<file path="src/rtl/core/dffc_pkg.sv">
package dffc_pkg;

  // Coefficient sets held in the constant ROM
  typedef enum logic [1:0] {
    COEF_FIR    = 2'd0,
    COEF_IIR_FF = 2'd1,
    COEF_IIR_FB = 2'd2
  } coef_set_t;

  // Control for one delay line: shift moves every cell by one place,
  // insert feeds new data at the head instead of wrapping the tail around
  typedef struct packed {
    logic shift;
    logic insert;
  } dffc_line_ctl_t;

  localparam int DATA_W   = 32;
  localparam int ROM_FRAC = 30;
  localparam int FIR_LEN  = 24;
  localparam int IIR_LEN  = 15;

  // Coefficients in Q30
  localparam longint FIR_ROM [0:FIR_LEN-1] = '{
    -64'sd2064806, -64'sd13338021, -64'sd26760867, -64'sd23143431, 64'sd8182557,
    64'sd39128226, 64'sd21367462, -64'sd46067819, -64'sd81289772, 64'sd10398438,
    64'sd216219391, 64'sd392431162, 64'sd392431162, 64'sd216219391, 64'sd10398438,
    -64'sd81289772, -64'sd46067819, 64'sd21367462, 64'sd39128226, 64'sd8182557,
    -64'sd23143431, -64'sd26760867, -64'sd13338021, -64'sd2064806
  };

  localparam longint IIR_FF_ROM [0:IIR_LEN-1] = '{
    64'sd1073741824, -64'sd4533123233, 64'sd10554774756, -64'sd16566762602,
    64'sd19227494842, -64'sd17176647959, 64'sd12075300553, -64'sd6738588939,
    64'sd2984465400, -64'sd1039586097, 64'sd279462785, -64'sd56066503,
    64'sd7917343, -64'sd703032, 64'sd29567
  };

  localparam longint IIR_FB_ROM [0:IIR_LEN-1] = '{
    64'sd5634, 64'sd78881, 64'sd512733, 64'sd2050954, 64'sd5640044,
    64'sd11279658, 64'sd16920024, 64'sd19337017, 64'sd16920024, 64'sd11279658,
    64'sd5640044, 64'sd2050954, 64'sd512733, 64'sd78881, 64'sd5634
  };

  // Round a Q30 value half away from zero to frac bits, wrap to 32 bits
  function automatic logic [DATA_W-1:0] quantize(longint q30, int frac);
    int     s;
    longint m;
    logic   neg;
    s   = ROM_FRAC - frac;
    neg = (q30 < 0);
    m   = neg ? -q30 : q30;
    if (s > 0) begin
      m = (m + (longint'(1) <<< (s - 1))) >>> s;
    end
    if (neg) begin
      m = -m;
    end
    return m[DATA_W-1:0];
  endfunction

  // Quantized coefficient of a set; taps past the set length read zero
  function automatic logic [DATA_W-1:0] coef_lookup(coef_set_t set, int idx, int frac);
    logic [DATA_W-1:0] c;
    c = '0;
    case (set)
      COEF_FIR: begin
        if (idx < FIR_LEN) c = quantize(FIR_ROM[idx], frac);
      end
      COEF_IIR_FF: begin
        if (idx < IIR_LEN) c = quantize(IIR_FF_ROM[idx], frac);
      end
      COEF_IIR_FB: begin
        if (idx < IIR_LEN) c = quantize(IIR_FB_ROM[idx], frac);
      end
      default: c = '0;
    endcase
    return c;
  endfunction

endpackage

</file>
<file path="src/rtl/core/direct_form_fixed_point_filter_core.sv">
// Direct-form-I fixed-point filter (signed 32-bit, FRACTION_BITS fraction bits).
// Each beat on the input channel is one integer sample; each output beat is one
// filtered value. One shared multiply-accumulate walks the taps: the feedforward
// and feedback delay lines are rings of cells that rotate one place per cycle
// while their taps are walked, presenting their tail to the multiplier. A
// sample steps through the feedforward taps, then the feedback taps (feedback
// on only), then a drain and a done state; no new sample is taken before the
// done state loads the result. The result sits in an output register, so a
// new sample is taken while it waits. cfg_feedback_enable selects pure FIR
// (0, reset) or IIR (1); write it only while the filter is idle.
module direct_form_fixed_point_filter_core #(
  parameter int FF_TAPS       = 24,
  parameter int FB_TAPS       = 15,
  parameter int FRACTION_BITS = 8
) (
  input  logic                        clk,
  input  logic                        rst_n,
  input  logic                        cfg_valid,
  output logic                        cfg_ready,
  input  logic                        cfg_feedback_enable,
  input  logic                        in_valid,
  output logic                        in_ready,
  input  logic signed [23:0]          in_sample_in,
  output logic                        out_valid,
  input  logic                        out_ready,
  output logic signed [dffc_pkg::DATA_W-1:0] out_filtered_out
);
  import dffc_pkg::*;

  localparam int MAXT  = (FF_TAPS > FB_TAPS) ? FF_TAPS : FB_TAPS;
  localparam int CNT_W = (MAXT > 1) ? $clog2(MAXT) : 1;
  localparam logic [CNT_W-1:0] FF_LAST = CNT_W'(FF_TAPS - 1);
  localparam logic [CNT_W-1:0] FB_LAST = CNT_W'(FB_TAPS - 1);

  typedef enum logic [2:0] {
    S_IDLE,
    S_FF,
    S_FB,
    S_DRAIN,
    S_DONE
  } state_t;

  state_t            state_r;
  logic [CNT_W-1:0]  cnt_r;
  logic              fb_en_r;
  logic              out_valid_r;
  logic [DATA_W-1:0] out_data_r;

  logic              accept;
  logic              out_free;
  logic [DATA_W-1:0] x_fixed;
  logic [DATA_W-1:0] ff_tail;
  logic [DATA_W-1:0] fb_tail;
  logic [DATA_W-1:0] acc;
  logic [DATA_W-1:0] mul_a;
  logic [DATA_W-1:0] mul_b;
  logic [CNT_W-1:0]  ff_idx;
  logic [CNT_W-1:0]  fb_idx;
  dffc_line_ctl_t    ff_ctl;
  dffc_line_ctl_t    fb_ctl;

  // config register
  assign cfg_ready = 1'b1;
  always_ff @(posedge clk) begin
    if (!rst_n) begin
      fb_en_r <= 1'b0;
    end else if (cfg_valid) begin
      fb_en_r <= cfg_feedback_enable;
    end
  end

  assign in_ready  = (state_r == S_IDLE);
  assign accept    = in_valid && in_ready;
  assign out_free  = !out_valid_r || out_ready;
  assign out_valid = out_valid_r;
  assign out_filtered_out = out_data_r;

  // integer sample to fixed point
  assign x_fixed = {{(DATA_W-24){in_sample_in[23]}}, in_sample_in} << FRACTION_BITS;

  // ring control: tail at rotation k holds entry (taps-1-k)
  always_comb begin
    ff_ctl.shift  = accept || (state_r == S_FF);
    ff_ctl.insert = accept;
    fb_ctl.shift  = (state_r == S_FB) || ((state_r == S_DONE) && out_free);
    fb_ctl.insert = (state_r == S_DONE);
  end

  assign ff_idx = FF_LAST - cnt_r;
  assign fb_idx = FB_LAST - cnt_r;

  // multiplier operands: delay-line tail and coefficient
  always_comb begin
    if (state_r == S_FF) begin
      mul_a = ff_tail;
      mul_b = coef_lookup(fb_en_r ? COEF_IIR_FF : COEF_FIR, int'(ff_idx), FRACTION_BITS);
    end else begin
      mul_a = fb_tail;
      mul_b = coef_lookup(COEF_IIR_FB, int'(fb_idx), FRACTION_BITS);
    end
  end

  dffc_delay_line #(.DEPTH(FF_TAPS)) u_ff_line (
    .clk      (clk),
    .rst_n    (rst_n),
    .ctl      (ff_ctl),
    .new_data (x_fixed),
    .tail     (ff_tail)
  );

  dffc_delay_line #(.DEPTH(FB_TAPS)) u_fb_line (
    .clk      (clk),
    .rst_n    (rst_n),
    .ctl      (fb_ctl),
    .new_data (acc),
    .tail     (fb_tail)
  );

  dffc_mac #(.FRACTION_BITS(FRACTION_BITS)) u_mac (
    .clk   (clk),
    .rst_n (rst_n),
    .clear (accept),
    .valid ((state_r == S_FF) || (state_r == S_FB)),
    .sub   (state_r == S_FB),
    .a     (mul_a),
    .b     (mul_b),
    .acc   (acc)
  );

  // sequencer and output register
  always_ff @(posedge clk) begin
    if (!rst_n) begin
      state_r     <= S_IDLE;
      cnt_r       <= '0;
      out_valid_r <= 1'b0;
    end else begin
      // beat leaves with no new result loaded behind it
      if (out_valid_r && out_ready && !((state_r == S_DONE) && out_free)) begin
        out_valid_r <= 1'b0;
      end
      case (state_r)
        S_IDLE: begin
          if (accept) begin
            state_r <= S_FF;
            cnt_r   <= '0;
          end
        end
        S_FF: begin
          if (cnt_r == FF_LAST) begin
            cnt_r   <= '0;
            state_r <= fb_en_r ? S_FB : S_DRAIN;
          end else begin
            cnt_r <= cnt_r + 1'b1;
          end
        end
        S_FB: begin
          if (cnt_r == FB_LAST) begin
            cnt_r   <= '0;
            state_r <= S_DRAIN;
          end else begin
            cnt_r <= cnt_r + 1'b1;
          end
        end
        S_DRAIN: begin
          state_r <= S_DONE;
        end
        S_DONE: begin
          if (out_free) begin
            out_valid_r <= 1'b1;
            out_data_r  <= acc;
            state_r     <= S_IDLE;
          end
        end
        default: begin
          state_r <= S_IDLE;
        end
      endcase
    end
  end

endmodule

</file>
<file path="src/rtl/core/dffc_tap_cell.sv">
module dffc_tap_cell (
  input  logic                        clk,
  input  logic                        rst_n,
  input  logic                        shift,
  input  logic [dffc_pkg::DATA_W-1:0] din,
  output logic [dffc_pkg::DATA_W-1:0] dout
);
  import dffc_pkg::*;

  logic [DATA_W-1:0] q_r;

  // one history entry; takes its neighbor's value on shift
  always_ff @(posedge clk) begin
    if (!rst_n) begin
      q_r <= '0;
    end else if (shift) begin
      q_r <= din;
    end
  end

  assign dout = q_r;

endmodule

</file>
<file path="src/rtl/core/dffc_delay_line.sv">
module dffc_delay_line #(
  parameter int DEPTH = 24
) (
  input  logic                        clk,
  input  logic                        rst_n,
  input  dffc_pkg::dffc_line_ctl_t    ctl,
  input  logic [dffc_pkg::DATA_W-1:0] new_data,
  output logic [dffc_pkg::DATA_W-1:0] tail
);
  import dffc_pkg::*;

  logic [DATA_W-1:0] link [0:DEPTH];

  // head takes the new sample, or the tail when the line rotates
  assign link[0] = ctl.insert ? new_data : link[DEPTH];

  for (genvar i = 0; i < DEPTH; i++) begin : g_cell
    dffc_tap_cell u_cell (
      .clk   (clk),
      .rst_n (rst_n),
      .shift (ctl.shift),
      .din   (link[i]),
      .dout  (link[i+1])
    );
  end

  assign tail = link[DEPTH];

endmodule

</file>
<file path="src/rtl/core/dffc_mac.sv">
module dffc_mac #(
  parameter int FRACTION_BITS = 8
) (
  input  logic                        clk,
  input  logic                        rst_n,
  input  logic                        clear,
  input  logic                        valid,
  input  logic                        sub,
  input  logic [dffc_pkg::DATA_W-1:0] a,
  input  logic [dffc_pkg::DATA_W-1:0] b,
  output logic [dffc_pkg::DATA_W-1:0] acc
);
  import dffc_pkg::*;

  logic signed [2*DATA_W-1:0] prod;
  logic signed [2*DATA_W-1:0] prod_sh;
  logic [DATA_W-1:0]          p_r;
  logic                       p_vld_r;
  logic                       p_sub_r;
  logic [DATA_W-1:0]          acc_r;

  // full product, truncated by arithmetic shift, low word kept
  assign prod    = $signed(a) * $signed(b);
  assign prod_sh = prod >>> FRACTION_BITS;

  // product stage
  always_ff @(posedge clk) begin
    if (!rst_n) begin
      p_vld_r <= 1'b0;
    end else if (clear) begin
      p_vld_r <= 1'b0;
    end else begin
      p_vld_r <= valid;
    end
  end

  always_ff @(posedge clk) begin
    if (valid) begin
      p_r     <= prod_sh[DATA_W-1:0];
      p_sub_r <= sub;
    end
  end

  // wrapping accumulate
  always_ff @(posedge clk) begin
    if (!rst_n) begin
      acc_r <= '0;
    end else if (clear) begin
      acc_r <= '0;
    end else if (p_vld_r) begin
      acc_r <= p_sub_r ? (acc_r - p_r) : (acc_r + p_r);
    end
  end

  assign acc = acc_r;

endmodule
</file>
<file path="config.mk">
export PLATFORM = sky130hd
export DESIGN_NAME = direct_form_fixed_point_filter_core
export DESIGN_NICKNAME = d
export VERILOG_FILES = /design/src/rtl/core/dffc_pkg.sv /design/src/rtl/core/direct_form_fixed_point_filter_core.sv /design/src/rtl/core/dffc_tap_cell.sv /design/src/rtl/core/dffc_delay_line.sv /design/src/rtl/core/dffc_mac.sv
export SDC_FILE = /design/constraint.sdc
export NUM_CORES = 2
export LEC_CHECK = 0
export BUFFER_PORTS_ARGS = -buffer_cell sky130_fd_sc_hd__buf_2
export CORE_ASPECT_RATIO = 2
export CORE_MARGIN = 2
export CORE_UTILIZATION = 44
export DETAILED_ROUTE_END_ITERATION = 6
export GPL_ROUTABILITY_DRIVEN = 0
export SYNTH_ARGS = -nofsm -noshare
export SYNTH_HDL_FRONTEND = slang
export SYNTH_SLANG_ARGS = --single-unit
</file>
<file path="constraint.sdc">
create_clock -name clk -period 14.95 [get_ports clk]
set_input_delay 0.7475 -clock clk [delete_from_list [all_inputs] [get_ports clk]]
set_output_delay 0.7475 -clock clk [all_outputs]
set_load 0.03 [all_outputs]
</file>
# Yosys cells after proc, flatten, opt, wreduce, memory -nomap -nowiden
# Memory sizes are Yosys's and may differ from the RTL's.
# Cells that the tools add are included.
# Widths: inputs -> output; s select.
[totals]
regBits = 1356
rom_bits = 5120
input_bits = 30
out_inout_bits = 35
elab_cells = 163
mem_count = 4
[memory_table]
columns = ["name", "words", "width", "rd", "rd_ports_with_merged_regs", "write_ports", "line_no", "text"]
rows = [
  ["(no name shown)", 32, 64, 1, 0, 0, "dffc_pkg.sv:67", "if (idx < FIR_LEN) c = quantize(FIR_ROM[idx], frac);"],
  ["(no name shown)", 16, 64, 1, 0, 0, "dffc_pkg.sv:73", "if (idx < IIR_LEN) c = quantize(IIR_FB_ROM[idx], frac);"],
  ["(no name shown)", 16, 64, 1, 0, 0, "dffc_pkg.sv:73", ""],
  ["(no name shown)", 16, 64, 1, 0, 0, "dffc_pkg.sv:70", "if (idx < IIR_LEN) c = quantize(IIR_FF_ROM[idx], frac);"],
]
[classes]
n_addsub = 17
n_mul = 1
n_lt_le_gt_ge = 10
n_eq_ne = 12
muxes = 51
bitwise_logic = 3
reduce_logical = 17
[op_table]
columns = ["op", "count"]
rows = [
  ["$mux 32", 24],
  ["$mux 64", 8],
  ["$lt 64x1->1 const B", 4],
  ["$add 54x23->54 const B", 4],
  ["$mux 54", 4],
  ["$neg 54->54", 4],
  ["$neg 32->32", 4],
  ["$pmux 32 s3", 1],
  ["$ge 32x5->1 const B", 2],
  ["$not 5->32", 2],
  ["$mul 32x32->40", 1],
  ["$add 32x32->32", 1],
  ["$ge 32x6->1 const B", 1],
  ["$sub 32x32->32", 1],
  ["$mux 5", 3],
  ["$pmux 3 s5", 1],
  ["$pmux 5 s3", 1],
  ["$mux 3", 4],
  ["$lt 5x4->1 const B", 2],
  ["$eq 3x2->1 const B", 2],
  ["$add 5x1->5 const B", 1],
  ["$eq 5x4->1 const B", 1],
  ["$eq 5x5->1 const B", 1],
  ["$lt 5x5->1 const B", 1],
  ["other kinds (20)", 33],
]

# Depth between registers and ports, before layout
[logic_depth]
word_depth = 17
ltp_mapped = 52
ltp_nobuf = 48

# Modules after synthesis
# From an unflattened synthesis, not the netlist that was laid out.
[hier_totals]
cells_unflattened = 7815
area_unflattened_um2 = 82136.3
[modules_own_cells]
columns = ["module", "n_inst", "cells_each", "area_each_um2", "seq_area_each_um2"]
rows = [
  ["dffc_tap_cell", 39, 103, 1243.7, 640.6],
  ["dffc_mac", 1, 3125, 27910.5, 1651.6],
  ["direct_form_fixed_point_filter_core", 1, 601, 4633.2, 1161.1],
  ["dffc_delay_line", 2, 36, 544.3, 0.0],
]

# Least setup slack after synthesis
# Ideal clock, no wire load.
[synth_timing]
path_kind = "flip-flop to flip-flop"
from = "register cnt_r[0]"
to = "register u_mac.p_r[31], data pin"
setup_time_ns = 0.268
arrival_ns = 11.574
setup_slack_ns = 3.108
stages_incl_launch_ff = 50
path_cell_list = "dfxtp_1 -> clkbuf_1 -> inv_1 -> ha_1 -> or2_1 -> a22oi_1 -> nand2_1 -> clkbuf_1 -> xnor2_1 -> ha_1 -> clkbuf_1 -> xnor2_1 -> o21ai_0 -> o31ai_1 -> a21boi_0 -> nand3_1 -> xnor2_1 -> nand2_1 -> [14 not listed] -> fa_1 -> inv_1 -> fa_1 -> inv_1 -> ha_1 -> a21o_1 -> a21oi_1 -> nor2b_1 -> a2111oi_0 -> o21ai_0 -> nand2_1 -> o21ai_1 -> a22oi_1 -> a2111oi_0 -> o21a_1 -> o21a_1 -> nor2_1 -> xnor3_1"
[synth_between]
elab_chain_cells = 17
[synth_lines]
columns = ["item", "line_no", "text"]
rows = [
  ["start: declaration", "direct_form_fixed_point_filter_core.sv:44", "logic [CNT_W-1:0] cnt_r;"],
  ["start signal: assignment", "direct_form_fixed_point_filter_core.sv:153", "cnt_r <= cnt_r + 1'b1;"],
  ["start signal: assignment", "direct_form_fixed_point_filter_core.sv:161", "cnt_r <= cnt_r + 1'b1;"],
  ["$sub 5x5->5", "direct_form_fixed_point_filter_core.sv:89", "assign ff_idx = FF_LAST - cnt_r;"],
  ["$not 5->32 (implied by the code)", "dffc_pkg.sv:67, dffc_pkg.sv:70, dffc_pkg.sv:73", ""],
  ["$mem_v2 32x64, or another cell as far along", "-", ""],
  ["$mux 64 (on tied branches) (2 in series)", "dffc_pkg.sv:67, dffc_pkg.sv:70, dffc_pkg.sv:73", ""],
  ["$neg 54->54 or $lt 64x1->1 (tied branches)", "dffc_pkg.sv:51, dffc_pkg.sv:50", ""],
  ["$mux 54", "dffc_pkg.sv:51", "m = neg ? -q30 : q30;"],
  ["$add 54x23->54", "dffc_pkg.sv:53", "m = (m + (longint'(1) <<< (s - 1))) >>> s;"],
  ["$mux 32 (on tied branches)", "dffc_pkg.sv:67, dffc_pkg.sv:70, dffc_pkg.sv:73", ""],
  ["$mux 32", "dffc_pkg.sv:65", "case (set)"],
  ["$mux 32", "direct_form_fixed_point_filter_core.sv:94", "if (state_r == S_FF) begin"],
  ["$neg 32->32", "dffc_pkg.sv:56", "m = -m;"],
  ["$mux 32", "dffc_pkg.sv:55", "if (neg) begin"],
  ["$mux 32 (on tied branches)", "dffc_pkg.sv:67, dffc_pkg.sv:70, dffc_pkg.sv:73", ""],
  ["$pmux 32 s3", "dffc_pkg.sv:65", ""],
  ["$mux 32 (*)", "direct_form_fixed_point_filter_core.sv:94", ""],
  ["$mul 32x32->40 (*)", "dffc_mac.sv:23", "assign prod = $signed(a) * $signed(b);"],
  ["via u_mac.prod[39]", "dffc_mac.sv:15", "logic signed [2*DATA_W-1:0] prod;"],
  ["end signal: assignment", "dffc_mac.sv:39", "p_r <= prod_sh[DATA_W-1:0];"],
  ["end: declaration", "dffc_mac.sv:17", "logic [DATA_W-1:0] p_r;"],
]
# The timed path passes the listed nets; every way through them passes the cells marked *. The select of a mux whose other input is x is not followed.
# A chain may end at the register's enable or synchronous reset.

# Worst setup path after layout
# Ends and elaborated chain as after synthesis.

==> summary.txt <==
Timing
  – RSZ-0062 raised after global routing: no
  – Worst-Margin Slew: 1.28 ns
  – Post-route clock period utilization: 92.2%
  – Worst slew margin: 14.2%
  – Min Clock Period, post-route: 13.79 ns
  – Fin. Hold Viols: 0
  – Fin Setup TNS: 0 ns
  – Max Slew Vio Count: 0
  – Maximum clock frequency: 72.5 MHz
  – Final setup fails: 0
  – Setup Skew: 0.0384 ns
  – Worst Hold Slack: 0.273 ns

Finish
  – Multi-input logic area: 41,200 sq um
  – Reg area: 27,800 sq um
  – Fin area: 80,700 sq um
  – Nets: 9,728
  – Layout cells sized above 1: 4.71%
  – Area Overhead vs Synth: 8.00%
  – Fillcell total: 16,600

Placed design
  – Hpwl dp: 151,000 microns
  – PortBufs: 63
  – DP Area: 76,600 sq um

Yosys
  – Ys flop type: dfxtp_1
  – Warning count from the yosys run: 0
  – Area contributors post-synth: dfxtp_1, fa_1, nand2_1, a21oi_1, inv_1
  – Syn Nets: 10,000
  – Most frequent cell after synthesis: nand2_1
  – Syn Std Cell Area: 74,700 sq um
  – Sequential area share after synthesis: 37.2%
  – Post-synthesis cell type count: 96
  – Synthesis-stage register bit count: 1,356
  – Post-synth EDFFs: 65
  – Synth cell count leaders: nand2_1, dfxtp_1, a21oi_1
  – Syn Area/Cell: 8.17 sq um
  – Area leader, netlist: dfxtp_1
  – Fraction of registers with async set/reset: 0%
  – Yosys top cell area share: 34.6%
  – Mapped Cells: 9,144

GRT
  – Vias in the first global route: 58,300
  – Global-route wire length before repair: 329,000 microns
  – Pin count of the biggest net entering global routing: 253
  – Antenna violations before repair: 8
  – Total GRT Usage: 24.5%
  – Grt ovf: 0

Clock network
  – H-tree depth: 3
  – Cts repair resizes: 0
  – # hold bufs at CTS: 0
  – Clock-pin slew on the worst setup and hold paths: 0.07 ns
  – CTS root buffer: clkbuf_16
  – Clock sinks: 1,356
  – Worst-Skew Late Latency: 0.75 ns
  – CTS buffer count: 114
  – Post-CTS Setup Bufs: 0
  – Clock Tree Buf Depth: 3
  – CTS tree: yes

Drt
  – DRT iter0 DRCs: 4,351
  – Routed via count: 58,800
  – DR WL/cell: 19.0 microns
  – Post-Route WL: 213,000 microns
  – DRC viols: 0
  – Mean number of vias per cell: 5.25
  – 1st-pass router iterations: 6
  – Final ANT Viol Nets: 0

Pwr
  – Leakage Power: 0.0315 uW
  – P per Cell Area: 94.6 nW/um^2
  – Power consumption: 7630 uW
  – Maximum vdd ir drop: 0.0890 mV

Die
  – Row cnt: 213
  – Initial core utilization: 44.3%
  – Core area: 168,000 sq um
  – Top-Level Pins: 65
  – Die width: 295 microns
  – Die area: 173,000 sq um
  – Die Y: 587 microns

Outcome
  – Status: finished, final reports clean

Worst setup path
  – Critical Path Max Stage Delay: 0.83 ns
  – CP startpoint kind: flip-flop
  – Slowest stage cell, crit path: a211oi_4
  – CP endpoint kind: flip-flop
  – Most frequent CP cell: fa_1
  – Crit path required time: 15.43 ns
  – Worst-path maximum fanout: 33
  – Crit path kind: flip-flop to flip-flop
  – CP arrival: 14.27 ns

Flow run
  – Max_cap viols: 0

Hold path
  – Min-Delay Path Class: input pin to flip-flop
==> per-layer routing <==
metal  global-route usage, %  vias up  routed length (microns)
li1                        -    27900                        -
met1                    25.9    28400                    75100
met2                    42.2     1609                   105000
met3                    3.26      776                     9350
met4                    21.8        4                    22600
met5                       0        -                       30
==> worst paths after layout <==
path | startpoint | endpoint | slack [ns] | depth (start not counted)
max reg2reg | cnt_r[0] | u_mac.p_r[31] | 1.16 | 40
min | cfg_feedback_enable | fb_en_r | 0.27 | 3
max | cnt_r[0] | u_mac.p_r[31] | 1.16 | 40
min reg2reg | u_fb_line.g_cell[9].u_cell.dout[21] | u_fb_line.g_cell[10].u_cell.dout[21] | 0.43 | 2
==> through the flow <==
stage	utilization [%]	setup slack (ns)	cells
CTS	47.9	1.29	11200
finish	47.9	1.16	11200
detailed placement	45.5	1.37	11000
floorplan	-	3.11	9144
global placement	45.5	1.66	11000
global route	47.9	0.0869	11200
==> kinds of logic (layout without fill, tap and decap cells) <==
kind of cell,Yosys count,after routing,synth area share (%)
adders and majority gates,853,853,20.8
buffers and inverters,1528,1325,7.77
muxes,68,68,0.963
xor gates and xnor gates,167,167,2.05
and+or+nand+nor,3527,3527,18.7
DFF,1356,1356,37.2
AOI/OAI and AO/OA,1644,1644,12.5
other,1,3,0.00502
==> cells in the final DEF (no fill, tap or decap), types with 17 or more instances in the layout <==
cell | synthesis | routed
mux2i_1 | 64 | 64
nand2b_1 | 64 | 64
nor3_1 | 50 | 50
a21oi_1 | 1180 | 1168
inv_1 | 952 | 952
buf_2 | 4 | 62
clkbuf_8 | 0 | 25
xor2_1 | 32 | 32
o21ai_0 | 61 | 59
nand2_1 | 2820 | 2817
nor2_1 | 413 | 409
a211oi_1 | 41 | 41
edfxtp_1 | 65 | 65
o21a_1 | 20 | 19
a31oi_1 | 18 | 17
xnor2_1 | 130 | 130
dfxtp_1 | 1291 | 1290
nand3_1 | 20 | 20
fa_1 | 643 | 643
buf_4 | 4 | 87
ha_1 | 210 | 210
nor2b_1 | 22 | 22
a21o_1 | 50 | 50
and2_1 | 29 | 29
a21boi_0 | 173 | 173
and3_1 | 32 | 32
clkbuf_16 | 0 | 117
==> layout make-up <==
type                            count  share of cell area (%)
Multi-Input combinational cell   6260                    51.1
Sequential cell                  1356                    34.5
Inverter                          955                    4.45
Clock buffer                      158                    4.13
Tap cell                         2257                    3.50
Timing Repair Buffer              158                    1.41
Clock inverter                     54                   0.900
Antenna cell                        2                 0.00621
==> critical path: cells and delay by family (launching register included) <==
kind	cells	cell delay [ns]
buffers and inverters	7	1.11
and+or+nand+nor	9	2.22
adders and majority gates	12	5.43
DFF	1	0.72
AOI/OAI and AO/OA	8	3.01
xor gates and xnor gates	4	0.98
==> report_power, final <==
group | leakage, uW | internal [uW] | switching, uW
clock network | 0.00199 | 1810 | 1410
registers | 0.0110 | 3670 | 38.6
logic | 0.0185 | 184 | 519
==> flip-flops by register name (all words and copies together), names as in the netlist <==
name                          cells
u_ff_line.g_cell.u_cell.dout    768
u_fb_line.g_cell.u_cell.dout    480
out_filtered_out                 32
u_mac.acc                        32
u_mac.p_r                        32
cnt_r                             5
state_r                           3
fb_en_r                           1
out_valid                         1
u_mac.p_sub_r                     1
u_mac.p_vld_r                     1
(Power assumes the default switching activity.)
